<file path="src/hdl/reject_tracking_queue_macros.svh">
// Assertion helpers for the reject tracking queue.
`ifndef REJECT_TRACKING_QUEUE_MACROS_SVH
`define REJECT_TRACKING_QUEUE_MACROS_SVH

// Checked only out of reset.
`define RTQ_ASSERT_RST(label, clk, rst_n, prop, msg) \
    label: assert property (@(posedge clk) disable iff (!rst_n) prop) \
        else $error(msg);

// Checked at every edge, reset included.
`define RTQ_ASSERT_ALWAYS(label, clk, prop, msg) \
    label: assert property (@(posedge clk) prop) else $error(msg);

`endif

</file>
<file path="src/hdl/rtq_pkg.sv">
`timescale 1ns / 1ps

package rtq_pkg;

    localparam int CFG_IDX_W  = 2;
    localparam int CFG_DATA_W = 16;
    localparam int COUNT_W    = 4;

    typedef logic [CFG_IDX_W-1:0]  t_cfg_idx;
    typedef logic [CFG_DATA_W-1:0] t_cfg_data;

    localparam t_cfg_idx CFG_JUDGE_TIMEOUT = 2'd0;
    localparam t_cfg_idx CFG_PUSH_PULSE    = 2'd1;
    localparam t_cfg_idx CFG_SENSOR_HOLD   = 2'd2;

    localparam t_cfg_data JUDGE_TIMEOUT_RST = 16'd1000;
    localparam t_cfg_data PUSH_PULSE_RST    = 16'd200;
    localparam t_cfg_data SENSOR_HOLD_RST   = 16'd50;
    localparam t_cfg_data HOLD_MAX          = 16'hFFFF;

    typedef enum logic [1:0] {
        CAM_IDLE     = 2'd0,
        CAM_CAPTURE  = 2'd1,
        CAM_WAIT_LOW = 2'd2
    } t_cam_phase;

    typedef enum logic [1:0] {
        PUSH_WAIT_RELEASE = 2'd0,
        PUSH_ARMED        = 2'd1,
        PUSH_FIRE         = 2'd2
    } t_push_phase;

endpackage

</file>
<file path="src/hdl/rtq_if.sv">
`timescale 1ns / 1ps

interface rtq_in_if;
    logic valid;
    logic ready;
    logic camera_ok;
    logic camera_ng;
    logic part_sensor;
    logic manual_push;

    modport source(output valid, output camera_ok, output camera_ng,
                   output part_sensor, output manual_push, input ready);
    modport sink(input valid, input camera_ok, input camera_ng,
                 input part_sensor, input manual_push, output ready);
endinterface

interface rtq_out_if;
    logic       valid;
    logic       ready;
    logic       cylinder_drive;
    logic [3:0] queue_count;
    logic       wrap_warning;
    logic       timeout_drop;
    logic       empty_push;

    modport source(output valid, output cylinder_drive, output queue_count,
                   output wrap_warning, output timeout_drop, output empty_push,
                   input ready);
    modport sink(input valid, input cylinder_drive, input queue_count,
                 input wrap_warning, input timeout_drop, input empty_push,
                 output ready);
endinterface

interface rtq_cfg_if;
    logic               valid;
    logic               ready;
    rtq_pkg::t_cfg_idx  index;
    rtq_pkg::t_cfg_data data;

    modport source(output valid, output index, output data, input ready);
    modport sink(input valid, input index, input data, output ready);
endinterface

</file>
<file path="src/hdl/reject_tracking_queue.sv">
// A result word is presented in the cycle after its tick word is accepted. Throughput:
// one tick word per cycle unless o_out stalls; the head and next ring entries are
// prefetched through the two read ports each cycle, so a pop and a drop fit in one tick.
// Reset (synchronous, active low) clears indices, phases, counters, drive and the
// output valid, and loads the register defaults. Ring contents are not cleared.
`timescale 1ns / 1ps
`include "reject_tracking_queue_macros.svh"

module reject_tracking_queue #(
    parameter int RING_DEPTH = 16,
    parameter int TIME_BITS  = 16
) (
    input  logic      i_clk,
    input  logic      i_rst_n,
    rtq_in_if.sink    i_in,
    rtq_out_if.source o_out,
    rtq_cfg_if.sink   i_cfg
);

    import rtq_pkg::*;

    localparam int IDX_W  = $clog2(RING_DEPTH);
    localparam int DATA_W = TIME_BITS + 1;
    localparam int QW     = (IDX_W < COUNT_W) ? COUNT_W : IDX_W;
    localparam int CW     = (TIME_BITS > CFG_DATA_W) ? TIME_BITS : CFG_DATA_W;

    function automatic logic [IDX_W-1:0] idx_inc(input logic [IDX_W-1:0] idx);
        return (idx == IDX_W'(RING_DEPTH - 1)) ? '0 : idx + 1'b1;
    endfunction

    function automatic logic [IDX_W-1:0] q_count(input logic [IDX_W-1:0] w,
                                                 input logic [IDX_W-1:0] r);
        logic [IDX_W:0] t;
        if (w >= r) begin
            t = {1'b0, w} - {1'b0, r};
        end else begin
            t = {1'b0, w} + (IDX_W+1)'(RING_DEPTH) - {1'b0, r};
        end
        return t[IDX_W-1:0];
    endfunction

    // configuration
    t_cfg_data r_judge_timeout;
    t_cfg_data r_push_pulse;
    t_cfg_data r_sensor_hold;

    // tick state
    logic [TIME_BITS-1:0] r_tick;
    logic [IDX_W-1:0]     r_wi;
    logic [IDX_W-1:0]     r_ri;
    t_cam_phase           r_cam;
    t_cam_phase           n_cam;
    t_push_phase          r_push;
    t_push_phase          n_push;
    t_cfg_data            r_hold;
    t_cfg_data            n_hold;
    t_cfg_data            r_pulse;
    t_cfg_data            n_pulse;
    logic                 r_drive;
    logic                 n_drive;
    logic [IDX_W-1:0]     n_wi;
    logic [IDX_W-1:0]     n_ri;

    // output register
    logic               r_out_valid;
    logic               r_out_drive;
    logic [COUNT_W-1:0] r_out_count;
    logic               r_out_warn;
    logic               r_out_drop;
    logic               r_out_empty;

    logic               in_acc;
    logic               cam_wr;
    logic               hit;
    logic               pop;
    logic               empty;
    logic               warn;
    logic               drop;
    logic               head_v;
    logic [IDX_W-1:0]   q1;
    logic [IDX_W-1:0]   q2;
    logic [IDX_W-1:0]   ri1;
    logic [QW-1:0]      q_ext;
    t_cfg_data          hold_inc;

    logic               ring_we;
    logic [DATA_W-1:0]  ring_wdata;
    logic [IDX_W-1:0]   ring_raddr0;
    logic [IDX_W-1:0]   ring_raddr1;
    logic [DATA_W-1:0]  ring_rdata0;
    logic [DATA_W-1:0]  ring_rdata1;

    assign in_acc      = i_in.valid && i_in.ready;
    assign i_in.ready  = !r_out_valid || o_out.ready;
    assign i_cfg.ready = 1'b1;

    rtq_ring #(
        .DEPTH  (RING_DEPTH),
        .DATA_W (DATA_W)
    ) u_ring (
        .i_clk    (i_clk),
        .i_we     (ring_we),
        .i_waddr  (r_wi),
        .i_wdata  (ring_wdata),
        .i_raddr0 (ring_raddr0),
        .i_raddr1 (ring_raddr1),
        .o_rdata0 (ring_rdata0),
        .o_rdata1 (ring_rdata1)
    );

    assign ring_we     = in_acc && cam_wr && i_rst_n;
    assign ring_wdata  = {i_in.camera_ok, r_tick};
    assign ring_raddr0 = i_rst_n ? n_ri : '0;
    assign ring_raddr1 = idx_inc(ring_raddr0);

    // camera FSM
    always_comb begin
        case (r_cam)
            CAM_IDLE:     n_cam = (i_in.camera_ok || i_in.camera_ng) ? CAM_CAPTURE : CAM_IDLE;
            CAM_CAPTURE:  n_cam = CAM_WAIT_LOW;
            CAM_WAIT_LOW: n_cam = (!i_in.camera_ok && !i_in.camera_ng) ? CAM_IDLE
                                                                       : CAM_WAIT_LOW;
            default:      n_cam = CAM_IDLE;
        endcase
    end

    always_comb begin
        cam_wr = (r_cam == CAM_CAPTURE);
    end

    // ring indices after the camera write, head verdict with forwarding
    always_comb begin
        n_wi   = cam_wr ? idx_inc(r_wi) : r_wi;
        warn   = cam_wr && (n_wi == r_ri);
        q1     = q_count(n_wi, r_ri);
        head_v = (cam_wr && (r_wi == r_ri)) ? i_in.camera_ok : ring_rdata0[TIME_BITS];
        hold_inc = (r_hold == HOLD_MAX) ? r_hold : r_hold + 1'b1;
        hit    = (r_push == PUSH_ARMED) && i_in.part_sensor && (hold_inc >= r_sensor_hold);
        pop    = hit && (q1 != '0);
        empty  = hit && (q1 == '0);
    end

    // push FSM
    always_comb begin
        case (r_push)
            PUSH_WAIT_RELEASE: n_push = i_in.part_sensor ? PUSH_WAIT_RELEASE : PUSH_ARMED;
            PUSH_ARMED: begin
                if (pop) begin
                    n_push = head_v ? PUSH_WAIT_RELEASE : PUSH_FIRE;
                end else if (empty) begin
                    n_push = PUSH_FIRE;
                end else begin
                    n_push = PUSH_ARMED;
                end
            end
            PUSH_FIRE:         n_push = PUSH_WAIT_RELEASE;
            default:           n_push = PUSH_WAIT_RELEASE;
        endcase
    end

    // push outputs, timeout, pulse timer
    always_comb begin
        logic [TIME_BITS-1:0] stamp;
        logic [TIME_BITS-1:0] age;
        n_hold  = r_hold;
        n_drive = r_drive;
        n_pulse = r_pulse;
        case (r_push)
            PUSH_WAIT_RELEASE: begin
                if (!i_in.part_sensor) begin
                    n_hold = '0;
                end
            end
            PUSH_ARMED: begin
                n_hold = i_in.part_sensor ? hold_inc : '0;
            end
            PUSH_FIRE: begin
                n_drive = 1'b1;
                n_pulse = r_push_pulse;
            end
            default: begin
                n_drive = 1'b0;
            end
        endcase

        ri1 = pop ? idx_inc(r_ri) : r_ri;
        q2  = q_count(n_wi, ri1);
        if (cam_wr && (r_wi == ri1)) begin
            stamp = r_tick;
        end else if (ri1 == r_ri) begin
            stamp = ring_rdata0[TIME_BITS-1:0];
        end else begin
            stamp = ring_rdata1[TIME_BITS-1:0];
        end
        age  = r_tick - stamp;
        drop = (q2 != '0) && (CW'(age) >= CW'(r_judge_timeout));
        n_ri = in_acc ? (drop ? idx_inc(ri1) : ri1) : r_ri;

        if (n_pulse == '0) begin
            n_drive = 1'b0;
        end else begin
            n_pulse = n_pulse - 1'b1;
        end
        if (i_in.manual_push) begin
            n_drive = 1'b1;
            n_pulse = r_push_pulse;
        end
        q_ext = QW'(q_count(n_wi, drop ? idx_inc(ri1) : ri1));
    end

    always_ff @(posedge i_clk) begin
        if (!i_rst_n) begin
            r_judge_timeout <= JUDGE_TIMEOUT_RST;
            r_push_pulse    <= PUSH_PULSE_RST;
            r_sensor_hold   <= SENSOR_HOLD_RST;
        end else if (i_cfg.valid && i_cfg.ready) begin
            case (i_cfg.index)
                CFG_JUDGE_TIMEOUT: r_judge_timeout <= i_cfg.data;
                CFG_PUSH_PULSE:    r_push_pulse    <= i_cfg.data;
                CFG_SENSOR_HOLD:   r_sensor_hold   <= i_cfg.data;
                default: ;
            endcase
        end
    end

    always_ff @(posedge i_clk) begin
        if (!i_rst_n) begin
            r_tick  <= '0;
            r_wi    <= '0;
            r_ri    <= '0;
            r_cam   <= CAM_IDLE;
            r_push  <= PUSH_WAIT_RELEASE;
            r_hold  <= '0;
            r_pulse <= '0;
            r_drive <= 1'b0;
        end else if (in_acc) begin
            r_tick  <= r_tick + 1'b1;
            r_wi    <= n_wi;
            r_ri    <= n_ri;
            r_cam   <= n_cam;
            r_push  <= n_push;
            r_hold  <= n_hold;
            r_pulse <= n_pulse;
            r_drive <= n_drive;
        end
    end

    always_ff @(posedge i_clk) begin
        if (!i_rst_n) begin
            r_out_valid <= 1'b0;
        end else if (in_acc) begin
            r_out_valid <= 1'b1;
        end else if (o_out.ready) begin
            r_out_valid <= 1'b0;
        end
    end

    always_ff @(posedge i_clk) begin
        if (in_acc) begin
            r_out_drive <= n_drive;
            r_out_count <= q_ext[COUNT_W-1:0];
            r_out_warn  <= warn;
            r_out_drop  <= drop;
            r_out_empty <= empty;
        end
    end

    assign o_out.valid          = r_out_valid;
    assign o_out.cylinder_drive = r_out_drive;
    assign o_out.queue_count    = r_out_count;
    assign o_out.wrap_warning   = r_out_warn;
    assign o_out.timeout_drop   = r_out_drop;
    assign o_out.empty_push     = r_out_empty;

    `RTQ_ASSERT_RST(a_pulse_drives, i_clk, i_rst_n, (r_pulse != '0) |-> r_drive, "pulse running with drive off")
    `RTQ_ASSERT_RST(a_drop_empty_excl, i_clk, i_rst_n, r_out_valid |-> !(r_out_drop && r_out_empty), "drop and empty push together")
    `RTQ_ASSERT_RST(a_wrap_empties, i_clk, i_rst_n, (r_out_valid && r_out_warn) |-> (r_out_count == '0), "ring not empty after wrap")
    `RTQ_ASSERT_RST(a_accept_result, i_clk, i_rst_n, in_acc |=> r_out_valid, "accepted tick without result")
    `RTQ_ASSERT_ALWAYS(a_reset_clears, i_clk, (!i_rst_n) |=> (!r_out_valid && (r_ri == '0) && (r_wi == '0)), "reset did not clear")

endmodule

</file>
<file path="src/hdl/rtq_ring.sv">
`timescale 1ns / 1ps

module rtq_ring #(
    parameter int DEPTH  = 16,
    parameter int DATA_W = 17
) (
    input  logic                     i_clk,
    input  logic                     i_we,
    input  logic [$clog2(DEPTH)-1:0] i_waddr,
    input  logic [DATA_W-1:0]        i_wdata,
    input  logic [$clog2(DEPTH)-1:0] i_raddr0,
    input  logic [$clog2(DEPTH)-1:0] i_raddr1,
    output logic [DATA_W-1:0]        o_rdata0,
    output logic [DATA_W-1:0]        o_rdata1
);

    logic [DATA_W-1:0] r_mem [DEPTH];
    logic [DATA_W-1:0] r_rdata0;
    logic [DATA_W-1:0] r_rdata1;

    always_ff @(posedge i_clk) begin
        if (i_we) begin
            r_mem[i_waddr] <= i_wdata;
        end
    end

    // write-first on both read ports
    always_ff @(posedge i_clk) begin
        r_rdata0 <= (i_we && (i_waddr == i_raddr0)) ? i_wdata : r_mem[i_raddr0];
        r_rdata1 <= (i_we && (i_waddr == i_raddr1)) ? i_wdata : r_mem[i_raddr1];
    end

    assign o_rdata0 = r_rdata0;
    assign o_rdata1 = r_rdata1;

endmodule

</file>
<file path="src/flat_wrapper.sv">
// flat-port wrapper written by rule: the top's interface ports become plain ports
module reject_tracking_queue_flat import rtq_pkg::*;
#(
    parameter int RING_DEPTH = 16,
    parameter int TIME_BITS  = 16
)
  (i_clk, i_rst_n, i_in_valid, i_in_camera_ok, i_in_camera_ng, i_in_part_sensor, i_in_manual_push, i_in_ready, o_out_valid, o_out_cylinder_drive, o_out_queue_count, o_out_wrap_warning, o_out_timeout_drop, o_out_empty_push, o_out_ready, i_cfg_valid, i_cfg_index, i_cfg_data, i_cfg_ready);
  rtq_in_if i_in_i ();
  rtq_out_if o_out_i ();
  rtq_cfg_if i_cfg_i ();
  input  logic i_clk;
  input  logic i_rst_n;
  input wire logic [$bits(i_in_i.valid)-1:0] i_in_valid;
  input wire logic [$bits(i_in_i.camera_ok)-1:0] i_in_camera_ok;
  input wire logic [$bits(i_in_i.camera_ng)-1:0] i_in_camera_ng;
  input wire logic [$bits(i_in_i.part_sensor)-1:0] i_in_part_sensor;
  input wire logic [$bits(i_in_i.manual_push)-1:0] i_in_manual_push;
  output wire logic [$bits(i_in_i.ready)-1:0] i_in_ready;
  output wire logic [$bits(o_out_i.valid)-1:0] o_out_valid;
  output wire logic [$bits(o_out_i.cylinder_drive)-1:0] o_out_cylinder_drive;
  output wire logic [$bits(o_out_i.queue_count)-1:0] o_out_queue_count;
  output wire logic [$bits(o_out_i.wrap_warning)-1:0] o_out_wrap_warning;
  output wire logic [$bits(o_out_i.timeout_drop)-1:0] o_out_timeout_drop;
  output wire logic [$bits(o_out_i.empty_push)-1:0] o_out_empty_push;
  input wire logic [$bits(o_out_i.ready)-1:0] o_out_ready;
  input wire logic [$bits(i_cfg_i.valid)-1:0] i_cfg_valid;
  input wire logic [$bits(i_cfg_i.index)-1:0] i_cfg_index;
  input wire logic [$bits(i_cfg_i.data)-1:0] i_cfg_data;
  output wire logic [$bits(i_cfg_i.ready)-1:0] i_cfg_ready;
  assign i_in_i.valid = i_in_valid;
  assign i_in_i.camera_ok = i_in_camera_ok;
  assign i_in_i.camera_ng = i_in_camera_ng;
  assign i_in_i.part_sensor = i_in_part_sensor;
  assign i_in_i.manual_push = i_in_manual_push;
  assign i_in_ready = i_in_i.ready;
  assign o_out_valid = o_out_i.valid;
  assign o_out_cylinder_drive = o_out_i.cylinder_drive;
  assign o_out_queue_count = o_out_i.queue_count;
  assign o_out_wrap_warning = o_out_i.wrap_warning;
  assign o_out_timeout_drop = o_out_i.timeout_drop;
  assign o_out_empty_push = o_out_i.empty_push;
  assign o_out_i.ready = o_out_ready;
  assign i_cfg_i.valid = i_cfg_valid;
  assign i_cfg_i.index = i_cfg_index;
  assign i_cfg_i.data = i_cfg_data;
  assign i_cfg_ready = i_cfg_i.ready;
  reject_tracking_queue #(.RING_DEPTH(RING_DEPTH), .TIME_BITS(TIME_BITS)) u_core (.i_clk(i_clk), .i_rst_n(i_rst_n), .i_in(i_in_i), .o_out(o_out_i), .i_cfg(i_cfg_i));
endmodule
</file>
<file path="config.mk">
export PLATFORM = sky130hd
export DESIGN_NAME = reject_tracking_queue_flat
export DESIGN_NICKNAME = d
export VERILOG_FILES = /design/src/hdl/rtq_pkg.sv /design/src/hdl/rtq_if.sv /design/src/hdl/reject_tracking_queue.sv /design/src/hdl/rtq_ring.sv /design/src/flat_wrapper.sv
export VERILOG_INCLUDE_DIRS = /design/src /design/src/hdl
export SDC_FILE = /design/constraint.sdc
export NUM_CORES = 1
export LEC_CHECK = 0
export ABC_AREA = 1
export BUFFER_PORTS_ARGS = -buffer_cell sky130_fd_sc_hd__buf_2
export CAP_MARGIN = 20
export CORE_MARGIN = 1.5
export CORE_UTILIZATION = 50
export DETAILED_ROUTE_END_ITERATION = 12
export GPL_TIMING_DRIVEN = 0
export MAX_ROUTING_LAYER = met4
export PLACE_DENSITY = 0.66
export SLEW_MARGIN = 20
export SYNTH_ARGS = -nofsm -noshare
export SYNTH_HDL_FRONTEND = slang
export SYNTH_HIERARCHICAL = 1
export SYNTH_SLANG_ARGS = --single-unit
</file>
<file path="constraint.sdc">
create_clock -name i_clk -period 9 [get_ports i_clk]
set_input_delay 0.9 -clock i_clk [delete_from_list [all_inputs] [get_ports i_clk]]
set_output_delay 0.9 -clock i_clk [all_outputs]
set_load 0.005 [all_outputs]
</file>
### Word level (Yosys, flattened, before mapping)

Memories as Yosys holds them, arrays and structs flattened. A register that Yosys moved wholly into a read port is not among the register bits.
Cells that the tools add are included.

* add/subtract/negate cells: 15
* $lt $le $gt $ge: 5
* eq/ne operators: 17
* multiplexer cells: 38
* reduce and logical (&&, ||, !) cells: 32

Operator list (count)
* 2-to-1 mux 16 bit: 9
* 2-to-1 mux 4 bit: 12
* adder 16 x 1 -> 16 bit (second input constant): 2
* >= comparator 16 bit: 2
* one-hot mux 16 bit (2 select lines): 1
* subtractor 4 bit: 6
* adder 4 x 1 -> 4 bit (second input constant): 5
* == test 4 bit: 5
* == test 16 bit (second input constant): 1
* == test 4 bit (second input constant): 4
* logical NOT 16 bit: 1
* subtractor 16 x 1 -> 16 bit (second input constant): 1
* subtractor 16 bit: 1
* logical AND 1 bit: 13
* >= comparator 4 bit: 3
* 2-to-1 mux 1 bit: 9
* 2-to-1 mux 2 bit: 4
* nonzero test 4 bit: 2
* == test 2 x 1 -> 1 bit (second input constant): 3
* == test 2 bit (second input constant): 3
* logical NOT 2 bit: 3
* one-hot mux 2 bit (3 select lines): 1
* AND reduction 2 bit: 3
* logical NOT 4 bit: 1
* 8 further kinds: 12

* flip-flop bits (word level): 134
* memory bits (writable): 272
* bits of input ports: 27
* logic and storage cells: 126
* memories kept: 1

Memory list
* u_core.u_ring.r_mem: words 16, width 17, rd ports 2, clocked after Yosys merged registers in 1, wr ports 1, line rtq_ring.sv:17 `logic [DATA_W-1:0] r_mem [DEPTH];`

### Logic depth before layout (Yosys ltp)

* depth in word-level cells: 23
* gate-level depth with buffers: 66

### Cells and area by module

The synthesis kept the hierarchy.

By module, submodules not included
* rtq_ring: times used 1, cells an instance 1749, area an instance 14577.7 µm², sequential area each 8328.0 µm²
* reject_tracking_queue: times used 1, cells an instance 1167, area an instance 8116.5 µm², sequential area each 2442.3 µm²

### Worst setup path after synthesis

No wires, ideal clock.

* kind: flip-flop to flip-flop
* from: register u_core.r_hold[0]
* to: register u_core.r_out_count[3], in the netlist u_core/o_out.queue_count[3], data pin
* setup time: 0.260 ns
* data arrival time: 7.259 ns
* data required time: 8.740 ns
* slack: 1.482 ns
* stages on the path, launching flop included: 60
* path buffers: 2
* clock period less this slack: 7.518 ns
* cell sequence: dfxtp_1 ha_1 inv_1 nor3_1 inv_1 or4_1 nor2_1 nand2_2 nor2_4 nor3_2 nand2_1 xor2_1 ha_1 nand2_1 nand2_1 nand3_1 nand2_1 a21oi_1 (+24 left out) a21oi_1 o21ai_0 xor2_1 ha_1 nand2_1 inv_1 nand3_1 nor3_1 nand2_1 nand3_1 nand2_4 nand2_2 nand2_2 ha_1 a21oi_1 o21ai_0 xor2_1 xnor2_1

* word-level cells in the longest chain between the ends: 15
* elaborated cells on any way between the ends: 28

RTL lines
* start: declaration: line reject_tracking_queue.sv:55 `t_cfg_data r_hold;`
* start signal: assignment: line reject_tracking_queue.sv:242 `r_hold <= n_hold;`
* adder 16 x 1 -> 16 bit or == test 16 bit (tied branches): line reject_tracking_queue.sv:137 `hold_inc = (r_hold == HOLD_MAX) ? r_hold : r_hold + 1'b1;`
* 2-to-1 mux 16 bit (*): line reject_tracking_queue.sv:137
* >= comparator 16 bit (*): line reject_tracking_queue.sv:138 `hit = (r_push == PUSH_ARMED) && i_in.part_sensor && (hold_inc >= r_sensor_hold);`
* logical AND 1 bit (*): line reject_tracking_queue.sv:138
* logical AND 1 bit (*): line reject_tracking_queue.sv:139 `pop = hit && (q1 != '0);`
* 2-to-1 mux 4 bit (*): line reject_tracking_queue.sv:186 `ri1 = pop ? idx_inc(r_ri) : r_ri;`
* == test 4 bit, on equally long branches: line reject_tracking_queue.sv:190, reject_tracking_queue.sv:188
* 2-to-1 mux 16 bit or logical AND 1 bit (tied branches): line reject_tracking_queue.sv:190, reject_tracking_queue.sv:188
* 2-to-1 mux 16 bit: line reject_tracking_queue.sv:188 `if (cam_wr && (r_wi == ri1)) begin`
* subtractor 16 bit: line reject_tracking_queue.sv:195 `age = r_tick - stamp;`
* >= comparator 16 bit: line reject_tracking_queue.sv:196 `drop = (q2 != '0) && (CW'(age) >= CW'(r_judge_timeout));`
* logical AND 1 bit: line reject_tracking_queue.sv:196
* 2-to-1 mux 4 bit (*): line reject_tracking_queue.sv:208 `q_ext = QW'(q_count(n_wi, drop ? idx_inc(ri1) : ri1));`
* subtractor 4 bit, or another cell as far along: line reject_tracking_queue.sv:37 `t = {1'b0, w} + (IDX_W+1)'(RING_DEPTH) - {1'b0, r};`
* 2-to-1 mux 4 bit (*): line reject_tracking_queue.sv:34 `if (w >= r) begin`
* net u_core.q_ext[3]: line reject_tracking_queue.sv:83 `logic [QW-1:0] q_ext;`
* end signal: assignment: line reject_tracking_queue.sv:261 `r_out_count <= q_ext[COUNT_W-1:0];`
* end: declaration: line reject_tracking_queue.sv:67 `logic [COUNT_W-1:0] r_out_count;`

Mark *: on every way through the listed nets, which the timed path passes. The rest lies on a longest branch.
A chain may end at the register's enable or synchronous reset.

### Worst setup path after layout

Same ends and word-level chain as after synthesis.

==> results by group <==
Run status
  • Status: finished, final reports clean

Place
  • DP Area: 23660 um2
  • DP HPWL: 57.55 mm
  • Routability congestion estimate: 0.9831
  • PortBufs: 35

Die
  • Initial Util: 0.5080
  • Core region area: 44410 um2
  • Io pins: 38
  • Die width: 215.4 um
  • Die Ht: 215.4 um
  • Die area: 46400 um2
  • FP Rows: 77

Logic synthesis
  • Post-Syn Area per Cell: 7.820 um2
  • Syn Nets: 2978
  • Post-Synthesis Cells: 2885
  • Synth warn: 6
  • Cell area after synthesis: 22560 um2

Power and ir drop
  • Total power draw: 5.726 mW
  • P per Cell Area: 224.5 nW/um2
  • VDD IR max: 0.1523 mV
  • Leak Pwr: 11.43 nW

Drt
  • Via density: 5.739
  • Post-route ant nets: 0
  • WL per Instance: 22.48 um
  • First drt pass iteration count: 9
  • Iteration-0 DRC Markers: 2297
  • # DRC: 0
  • Total number of vias: 20770
  • Drt total wl: 81.35 mm

Setup path
  • CP max FO: 6
  • CP max stage delay: 0.44 ns
  • Worst setup SP type: flop
  • Setup crit end kind: flop
  • Worst path required time: 9.31 ns
  • Critical path class: flop to flop
  • CP max-delay cell: or4_4
  • Crit path DAT: 8.81 ns
  • CP dominant cell by count: nand2_1

Clock network
  • Clk slew on worst S/H paths: 0.06 ns
  • Root Buffer: clkbuf_16
  • TritonCTS Buffers: 45
  • Clk_lat worst skew: 0.58 ns
  • Maximum root-to-sink buffer count: 3
  • Sink Count: 398
  • TritonCTS clock tree: built
  • Htree depth: 2

Job
  • Number of max-cap violations: 0

Global routing
  • Number of global-route vias before repair: 19470
  • First-pass GRT wire length: 119.7 mm
  • Largest net degree at the start of global routing: 25
  • Initial antenna violation count: 3
  • GRT Total Usage: 0.3561
  • Total grt overflow: 0

STA
  • Rel. slew slack: 0.2195
  • Final setup viols: 0
  • Slew Limit Fails: 0
  • Skew final: 0.02611 ns
  • Endpoints failing hold: 0
  • Final worst-path cycle share: 0.9445
  • Final Critical Period: 8.501 ns
  • Worst slew pin tran: 1.169 ns
  • Maximum clock frequency: 117.6 MHz

Layout
  • Layout net count: 3089
  • Multi-input gate area: 9614 um2
  • Layout cells sized above 1: 0.1045
  • Post-route cell area: 25510 um2
  • Final core utilization: 0.5743
  • Fill count: 4088
  • Sequential cell area: 10780 um2
  • Area grow syn2layout: 13.06%

Hold path
  • Worst hold path type: flop to flop
## state kept, by name, summed over array words and instances, names as in the netlist, 2 cells and up, named ones only
signal                    count
u_core/r_ri                   4
u_core/r_pulse               16
u_core/r_wi                   4
u_core/r_push_pulse          16
u_core/r_judge_timeout       16
u_core/r_hold                16
u_core/r_tick                16
u_core/r_push                 2
u_core/r_cam                  2
u_core/o_out.queue_count      4
u_core/r_sensor_hold         16
u_core/u_ring/r_mem         272
## metal layers
metal / share of wire / routed length (um) / global-route usage
met2: 0.46 / 37400 / 0.5648
met5: 0 / 0 / -
met1: 0.39 / 31790 / 0.4520
met4: 0.048 / 3924 / 0.1597
met3: 0.10 / 8239 / 0.05426
## layout make-up
cell class,count,area share
flip-flops and latches,398,0.4226
multi-input cells,1871,0.3769
inverters,468,0.06921
clock buffers,62,0.05043
plain buffers,148,0.02924
well taps,592,0.02904
repair buffers,64,0.01771
clock inverters,14,0.004660
diodes,2,0.0001962
## worst max-delay path, delay by kind of cell (launching register included)
family	cells	cell delay (ns)
flip-flops	1	0.34
buffers and inverters	9	0.74
XOR/XNOR	4	0.67
AND/OR/NAND/NOR	29	3.45
adder cells (fa/ha/maj)	5	1.36
AO/OA/AOI/OAI	11	1.65
## through the flow
step,cells,setup slack [ns],hold slack [ns],TNS (ns)
after floorplan,2885,1.482,0.4353,0
after global placement,3512,-0.3786,0.4523,-1.079
after detailed placement,3518,-0.4375,0.4542,-1.319
after CTS,3598,0.01626,0.4621,0
after global routing,3619,-0.03818,0.4672,-0.04974
final,3619,0.4992,0.4649,0
## what timing repair did
| item | 4_1_cts | 5_1_grt |
|---|---|---|
| hold buffers | 0 | 0 |
| cloned | 0 | 1 |
| pin swaps | 4 | 23 |
| endpoints found under the hold margin | 0 | 0 |
| setup buffers | 4 | 18 |
| resized for setup | 9 | 58 |
| endpoints found under the setup margin | 6 | 16 |
## final timing paths
check | start | to | slack [ns] | depth (start not counted)
worst max-delay path | u_core/r_hold[0] | u_core/o_out.queue_count[3] | 0.50 | 58
worst max register to register | u_core/r_hold[0] | u_core/o_out.queue_count[3] | 0.50 | 58
worst min-delay path | u_core/r_judge_timeout[1] | u_core/r_judge_timeout[1] | 0.46 | 2
worst min register to register | u_core/r_judge_timeout[1] | u_core/r_judge_timeout[1] | 0.46 | 2
## where the power goes
part           internal [mW]  switching (mW)
clock network           1.05           0.742
registers               2.00          0.0313
logic                  0.590            1.31
## cells in the final DEF (no fill, tap or decap), types with 8 or more instances in the layout
master       n
a21oi_1    140
buf_1        9
buf_2       83
buf_4       40
clkbuf_1    75
clkbuf_16   48
clkinv_1     9
dfxtp_1    111
edfxtp_1   280
ha_1        62
inv_1      449
inv_2       11
nand2_1    765
nand2_2     15
nand2_4      8
nand3_1    497
nand3_2     10
nand4_1      9
nor2_1      89
nor2_2       9
nor2_4      16
nor3_1      11
o211ai_1    13
o21ai_0     74
o21ai_1     32
xnor2_1     11
xor2_1      33
No activity file was read; power rests on OpenSTA's default activity.
